### src/sv/olst_pkg.sv
// ----------------------------------------------------------------------------
// olst_pkg
// Shared types and constants for the ordered list store.
// ----------------------------------------------------------------------------
`timescale 1ns / 1ps
`default_nettype none

package olst_pkg;

  localparam int DEPTH = 16;
  localparam int CNT_W = $clog2(DEPTH + 1);
  localparam int POS_W = 4;
  localparam int VAL_W = 32;

  typedef enum logic [3:0] {
    OP_INS_FRONT  = 4'd0,
    OP_INS_END    = 4'd1,
    OP_INS_SORTED = 4'd2,
    OP_DEL_FRONT  = 4'd3,
    OP_DEL_END    = 4'd4,
    OP_DEL_VALUE  = 4'd5,
    OP_DEL_POS    = 4'd6,
    OP_CLEAR      = 4'd7,
    OP_READ       = 4'd8
  } olst_op_t;

  typedef enum logic [2:0] {
    ST_OK       = 3'd0,
    ST_FULL     = 3'd1,
    ST_EMPTY    = 3'd2,
    ST_NOTFOUND = 3'd3,
    ST_BADPOS   = 3'd4
  } olst_status_t;

  typedef struct packed {
    logic [3:0]              cmd;
    logic signed [VAL_W-1:0] value;
    logic [POS_W-1:0]        position;
  } olst_req_t;

  typedef struct packed {
    logic [2:0]              status;
    logic [CNT_W-1:0]        count;
    logic signed [VAL_W-1:0] data;
  } olst_rsp_t;

  typedef struct packed {
    olst_op_t                op;
    logic [CNT_W-1:0]        count;
    logic [POS_W-1:0]        position;
    logic signed [VAL_W-1:0] value;
  } olst_ctl_t;

  typedef struct packed {
    logic do_ins;
    logic do_del;
  } olst_cmt_t;

endpackage

`default_nettype wire

### src/sv/olst_cell.sv
// ----------------------------------------------------------------------------
// olst_cell
// One storage cell of the list: holds an entry, finds the first target in
// the chain and shifts toward or away from its neighbors on commit.
// ----------------------------------------------------------------------------
`timescale 1ns / 1ps
`default_nettype none

module olst_cell import olst_pkg::*; (
  input  logic                    clk,
  input  logic [CNT_W-1:0]        idx,
  input  olst_ctl_t               ctl,
  input  olst_cmt_t               cmt,
  input  logic signed [VAL_W-1:0] left,
  input  logic signed [VAL_W-1:0] right,
  input  logic                    hit_in,
  output logic                    hit_out,
  input  logic signed [VAL_W-1:0] data_in,
  output logic signed [VAL_W-1:0] data_out,
  output logic signed [VAL_W-1:0] entry
);

  logic                    match;
  logic                    tgt;
  logic                    live;
  logic signed [VAL_W-1:0] entry_next;

  assign live = idx < ctl.count;

  always_comb begin
    case (ctl.op)
      OP_INS_FRONT:  match = (idx == '0);
      OP_INS_END:    match = (idx == ctl.count);
      OP_INS_SORTED: match = (live && (ctl.value < entry)) || (idx == ctl.count);
      OP_DEL_FRONT:  match = (idx == '0);
      OP_DEL_END:    match = ((idx + CNT_W'(1)) == ctl.count);
      OP_DEL_VALUE:  match = live && (entry == ctl.value);
      OP_DEL_POS:    match = (idx == CNT_W'(ctl.position));
      OP_READ:       match = (idx == CNT_W'(ctl.position));
      default:       match = 1'b0;
    endcase
  end

  assign tgt      = match && !hit_in;
  assign hit_out  = match || hit_in;
  assign data_out = tgt ? entry : data_in;

  always_comb begin
    entry_next = entry;
    if (cmt.do_ins) begin
      if (tgt) begin
        entry_next = ctl.value;
      end else if (hit_in) begin
        entry_next = left;
      end
    end else if (cmt.do_del && hit_out) begin
      entry_next = right;
    end
  end

  always_ff @(posedge clk) begin
    entry <= entry_next;
  end

endmodule

`default_nettype wire

### src/sv/ordered_list_store.sv
// ----------------------------------------------------------------------------
// ordered_list_store
// Bounded ordered store of signed 32-bit entries built as a chain of cells.
// ----------------------------------------------------------------------------
//   channel  signals                      direction  payload
//   req      req_valid, req_ready, req    into block olst_req_t (cmd, value, position)
//   rsp      rsp_valid, rsp_ready, rsp    out of     olst_rsp_t (status, count, data)
//
//   Each command is decoded and committed at the transfer; its result sits in
//   the output register the cycle after the transfer. The path is the match
//   chain through all DEPTH cells. A new command is taken whenever the output
//   register is empty or drains in the same cycle. Reset clears the count and
//   the output valid; entry contents are not cleared.
// ----------------------------------------------------------------------------
`timescale 1ns / 1ps
`default_nettype none

module ordered_list_store import olst_pkg::*; (
  input  logic      clk,
  input  logic      rst,
  input  logic      req_valid,
  output logic      req_ready,
  input  olst_req_t req,
  output logic      rsp_valid,
  input  logic      rsp_ready,
  output olst_rsp_t rsp
);

  logic [CNT_W-1:0]        count;
  logic [CNT_W-1:0]        count_next;
  logic                    accept;
  olst_ctl_t               ctl;
  olst_cmt_t               cmt;
  olst_op_t                op;
  logic                    hit  [DEPTH+1];
  logic signed [VAL_W-1:0] dat  [DEPTH+1];
  logic signed [VAL_W-1:0] ent  [DEPTH];
  logic                    full;
  logic                    empty;
  logic                    found;
  logic                    pos_ok;
  olst_status_t            status;
  logic                    emit_data;

  assign req_ready = !rsp_valid || rsp_ready;
  assign accept    = req_valid && req_ready;
  assign op        = olst_op_t'(req.cmd);

  assign ctl.op       = op;
  assign ctl.count    = count;
  assign ctl.position = req.position;
  assign ctl.value    = req.value;

  assign hit[0] = 1'b0;
  assign dat[0] = '0;

  for (genvar i = 0; i < DEPTH; i++) begin : g_cell
    logic signed [VAL_W-1:0] left_nb;
    logic signed [VAL_W-1:0] right_nb;
    if (i == 0) begin : g_first
      assign left_nb = req.value;
    end else begin : g_mid
      assign left_nb = ent[i-1];
    end
    if (i == DEPTH - 1) begin : g_last
      assign right_nb = ent[i];
    end else begin : g_inner
      assign right_nb = ent[i+1];
    end
    olst_cell u_cell (
      .clk      (clk),
      .idx      (CNT_W'(i)),
      .ctl      (ctl),
      .cmt      (cmt),
      .left     (left_nb),
      .right    (right_nb),
      .hit_in   (hit[i]),
      .hit_out  (hit[i+1]),
      .data_in  (dat[i]),
      .data_out (dat[i+1]),
      .entry    (ent[i])
    );
  end

  assign full   = (count == CNT_W'(DEPTH));
  assign empty  = (count == '0);
  assign found  = hit[DEPTH];
  assign pos_ok = CNT_W'(req.position) < count;

  always_comb begin
    status     = ST_OK;
    cmt.do_ins = 1'b0;
    cmt.do_del = 1'b0;
    emit_data  = 1'b0;
    count_next = count;
    case (op)
      OP_INS_FRONT, OP_INS_END, OP_INS_SORTED: begin
        if (full) begin
          status = ST_FULL;
        end else begin
          cmt.do_ins = accept;
          count_next = count + CNT_W'(1);
        end
      end
      OP_DEL_FRONT, OP_DEL_END, OP_DEL_VALUE, OP_DEL_POS, OP_READ: begin
        if (empty) begin
          status = ST_EMPTY;
        end else if (op == OP_DEL_VALUE && !found) begin
          status = ST_NOTFOUND;
        end else if ((op == OP_DEL_POS || op == OP_READ) && !pos_ok) begin
          status = ST_BADPOS;
        end else begin
          emit_data = 1'b1;
          if (op != OP_READ) begin
            cmt.do_del = accept;
            count_next = count - CNT_W'(1);
          end
        end
      end
      OP_CLEAR: begin
        count_next = '0;
      end
      default: begin
        count_next = count;
      end
    endcase
  end

  always_ff @(posedge clk) begin
    if (rst) begin
      count     <= '0;
      rsp_valid <= 1'b0;
    end else if (accept) begin
      count     <= count_next;
      rsp_valid <= 1'b1;
    end else if (rsp_ready) begin
      rsp_valid <= 1'b0;
    end
  end

  always_ff @(posedge clk) begin
    if (accept) begin
      rsp.status <= status;
      rsp.count  <= count_next;
      rsp.data   <= emit_data ? dat[DEPTH] : '0;
    end
  end

  a_count_bound: assert property (@(posedge clk) disable iff (rst)
    count <= CNT_W'(DEPTH))
    else $error("entry count beyond depth");

  a_rsp_after_transfer: assert property (@(posedge clk) disable iff (rst)
    accept |=> rsp_valid)
    else $error("no result after transfer");

  a_full_count: assert property (@(posedge clk) disable iff (rst)
    (rsp_valid && rsp.status == ST_FULL) |-> rsp.count == CNT_W'(DEPTH))
    else $error("full status with count below depth");

  a_err_no_data: assert property (@(posedge clk) disable iff (rst)
    (rsp_valid && rsp.status != ST_OK) |-> rsp.data == '0)
    else $error("data on failed command");

  a_count_tracks: assert property (@(posedge clk) disable iff (rst)
    rsp_valid |-> rsp.count == count)
    else $error("result count differs from held count");

endmodule

`default_nettype wire

### config.mk
export PLATFORM = sky130hd
export DESIGN_NAME = ordered_list_store
export DESIGN_NICKNAME = d
export VERILOG_FILES = /design/src/sv/olst_pkg.sv /design/src/sv/olst_cell.sv /design/src/sv/ordered_list_store.sv
export SDC_FILE = /design/constraint.sdc
export NUM_CORES = 2
export LEC_CHECK = 0
export ABC_CLOCK_PERIOD_IN_PS = 6700
export BUFFER_PORTS_ARGS = -buffer_cell sky130_fd_sc_hd__buf_2
export CORE_MARGIN = 2
export CORE_UTILIZATION = 50
export DETAILED_ROUTE_END_ITERATION = 6
export PLACE_DENSITY = 0.69
export RECOVER_POWER = 100
export SYNTH_ARGS = -nofsm -noshare
export SYNTH_HDL_FRONTEND = slang
export SYNTH_SLANG_ARGS = --single-unit
### constraint.sdc
create_clock -name clk -period 6.7 [get_ports clk]
set_clock_uncertainty 0.15 [all_clocks]
set_input_delay 0.335 -clock clk [delete_from_list [all_inputs] [get_ports clk]]
set_output_delay 0.335 -clock clk [all_outputs]
set_load 0.01 [all_outputs]
==> impl_metrics.toml <==
[route]
drc = 4
viasPerCell = 6.48
drt-initial-drc-count = 5023
drtAntennaViolNets = 0
drt_pass1_iterations = 7
vias = 40300
wire_per_inst_um = 25.4
wl_mm = 158

[grt]
grt-ovfl-total = 0
grt_use_total_pct = 33.0
grt_max_degree = 238
grt_pass1_wl_mm = 236
antenna_found_initial = 8
grt_pass1_vias = 37900

[floorplanning]
die_w_um = 305
core_um2 = 89700
io_pins = 86
die-area_um2 = 92800
die_height_um = 305
initial_utilization_pct = 50.3
rows = 110

[timing]
setup_tns_ns = 0
setup_viol = 0
rsz0062_at_grt = "false"
fmax_ghz = 0.159
final_hold_viol_count = 0
finalCritPeriodShare_pct = 94.1
tightest_slew_ns = 3.79
relSlewSlack_pct = -152
min_period_ns = 6.31
slew_violations = 251

[worst_setup_path]
critPathMaxStageDelay_ns = 1.02
crit_arrival_ns = 6.38
crit_path_end_kind = "flop"
path_buf_inv = 2
crit_type = "reg -> reg"
crit_slowest_cell = "a31oi_4"
cp_max_fo = 32
critical-path-top-delay-family = "simple AND/OR/NAND/NOR gates"
crit_required_ns = 6.77
crit_path_start_kind = "flop"
cp_cell_sequence = "inv_1 > ha_1 > nand3_1 > or3_1 > or2_0 > a211oi_1 > nor3_1 > mux2i_1 > nor4_1 > nand2_1 > or4_1 > nand3_2 > nor2_1 > o21ai_4 > buf_12 > a31oi_4"

[hold_path]
hp-class = "in -> reg"

[placed_design]
hpwl_mm = 115
routabilityCongestion = 1.03
dp.cells = 6094
io_buffers = 85

[cts]
cts_tree = "done"
cts-root-buf = "clkbuf_16"
clockBufferDepth = 3
insertion_delay_ns = 0.63
ctsHtreeMaxLevel = 3
numCtsBuffers = 70
cts.sinks = 558
clk_pin_slew_worst_paths_ns = 0.06

[cells_and_area]
area_growth_pct = 9.60
post-route-util_pct = 55.2
final_common_cell = "nand2_1"
drive_gt1_share_pct = 8.03
fin_nets = 5557
antenna_cells = 0
stdcell_count = 6221
layout_common_cells = "nand2_1, o21ai_0, edfxtp_1"

[synth]
synth_top_flop_cell = "edfxtp_1"
synth-seq-cells = 558
netlist_instances = 4984
ys_seq_area_share_pct = 37.0
synth-async-reset-ratio_pct = 0
synth_edf_count = 552
ys_types = 95
syn_nets = 5548
syn_area_um2 = 45200
avgSynthCellArea_um2 = 9.07
yosysWarnings = 0

[status]
violations = "DRC, capacitance limit, slew limit"
status = "finished with violations"

[power_and_ir_drop]
p_leak_nw = 21.5
p_per_area_nw_per_um2 = 193
max-vdd-ir-drop_mv = 0.148
p_total_mw = 9.55

[run]
maxCapViolCount = 2
## worst register-to-register path, delay by kind of cell (launching register included)
kind | cells | cell delay (ns)
flops | 1 | 0.43
buf+inv | 2 | 0.42
mux | 1 | 0.40
simple gates | 9 | 2.25
fa+ha+maj | 1 | 0.38
compound gates | 3 | 1.86
## cells in the mapped netlist, types with 19 or more instances
cell type	number	share of area, %
o221ai_1	19	0.37
nand2b_1	24	0.33
nor4_1	29	0.40
a21o_1	21	0.35
edfxtp_1	552	37
nand4_1	98	1.4
o21ai_0	592	6.6
clkbuf_1	198	1.6
nand3_1	106	1.2
mux2i_1	417	9.2
o211ai_1	42	0.70
mux2_2	63	1.6
a21oi_1	263	2.9
a211oi_1	38	0.63
o22ai_1	33	0.46
ha_1	520	14
buf_2	53	0.59
nor3_1	79	0.88
nor2_1	209	1.7
a221o_1	19	0.42
inv_1	533	4.4
a22oi_1	63	1.0
a221oi_1	34	0.66
buf_1	22	0.18
nand2_1	631	5.2
## area by class of cell
type | instances | area (um^2)
multi-input cells | 3611 | 25600
inverters | 534 | 2000
fillers | 8100 | 40200
well taps | 1176 | 1470
clock buffers | 89 | 1900
flip-flops and latches | 558 | 16700
repair buffers | 218 | 1550
clock inverters | 35 | 345
## logic make-up (layout without fill, tap and decap cells)
group	after synthesis	count (layout)	synth area share, %
and+or+nand+nor	1314	1314	13.5
xor gates and xnor gates	3	3	0.0582
muxes	480	480	10.8
AOI/OAI and AO/OA	1294	1294	17.3
DFF	558	558	37.0
adders and majority gates	520	520	14.4
buffers and inverters	815	876	7.01
## routing by layer
metal	up-vias	routed length (um)	track usage, %	part of all wire (%)
li1	18300	-	-	-
met1	19400	64500	44.9	41
met2	2214	70100	51.3	44
met3	400	15900	6.40	10
met4	8	7460	13.8	4.7
met5	-	53	0	0.034
## final timing paths
path / start / endpoint / slack (ns) / cells after the start
min: req[17] / g_cell[0].u_cell.entry[13] / 0.08 / 2
min reg2reg: g_cell[15].u_cell.entry[4] / g_cell[14].u_cell.entry[4] / 0.41 / 2
max reg2reg: g_cell[14].u_cell.entry[31] / g_cell[8].u_cell.entry[28] / 0.39 / 16
max: g_cell[14].u_cell.entry[31] / g_cell[8].u_cell.entry[28] / 0.39 / 16
## per-stage QoR
step	instance area, um^2	hold WS [ns]	setup slack (ns)
after floorplan	45200	0.254	0.926
after global placement	47300	0.357	0.138
after detailed placement	47300	0.378	0.144
after CTS	49600	0.0533	0.551
after global routing	49500	0.0951	0.125
final	49500	0.0785	0.394
## flip-flops by register name, indices dropped and copies added, names as in the netlist
signal               count
count                    5
g_cell.u_cell.entry    512
rsp                     40
rsp_valid                1
## report_power, final
| group | switching [mW] | internal [mW] | leakage, nW |
|---|---|---|---|
| sequential | 0.113 | 3.98 | 5.09 |
| combinational | 1.07 | 0.525 | 15.3 |
| clock | 1.62 | 2.24 | 1.10 |
| total | 2.81 | 6.74 | 21.5 |
## repair_timing
action,4_1_cts,5_1_grt
hold buffers,3,0
setup buffers,0,0
gates resized for setup,0,1
endpoints found under the setup margin,0,64
hold endpoints to repair,6,0
(Power assumes the default switching activity.)
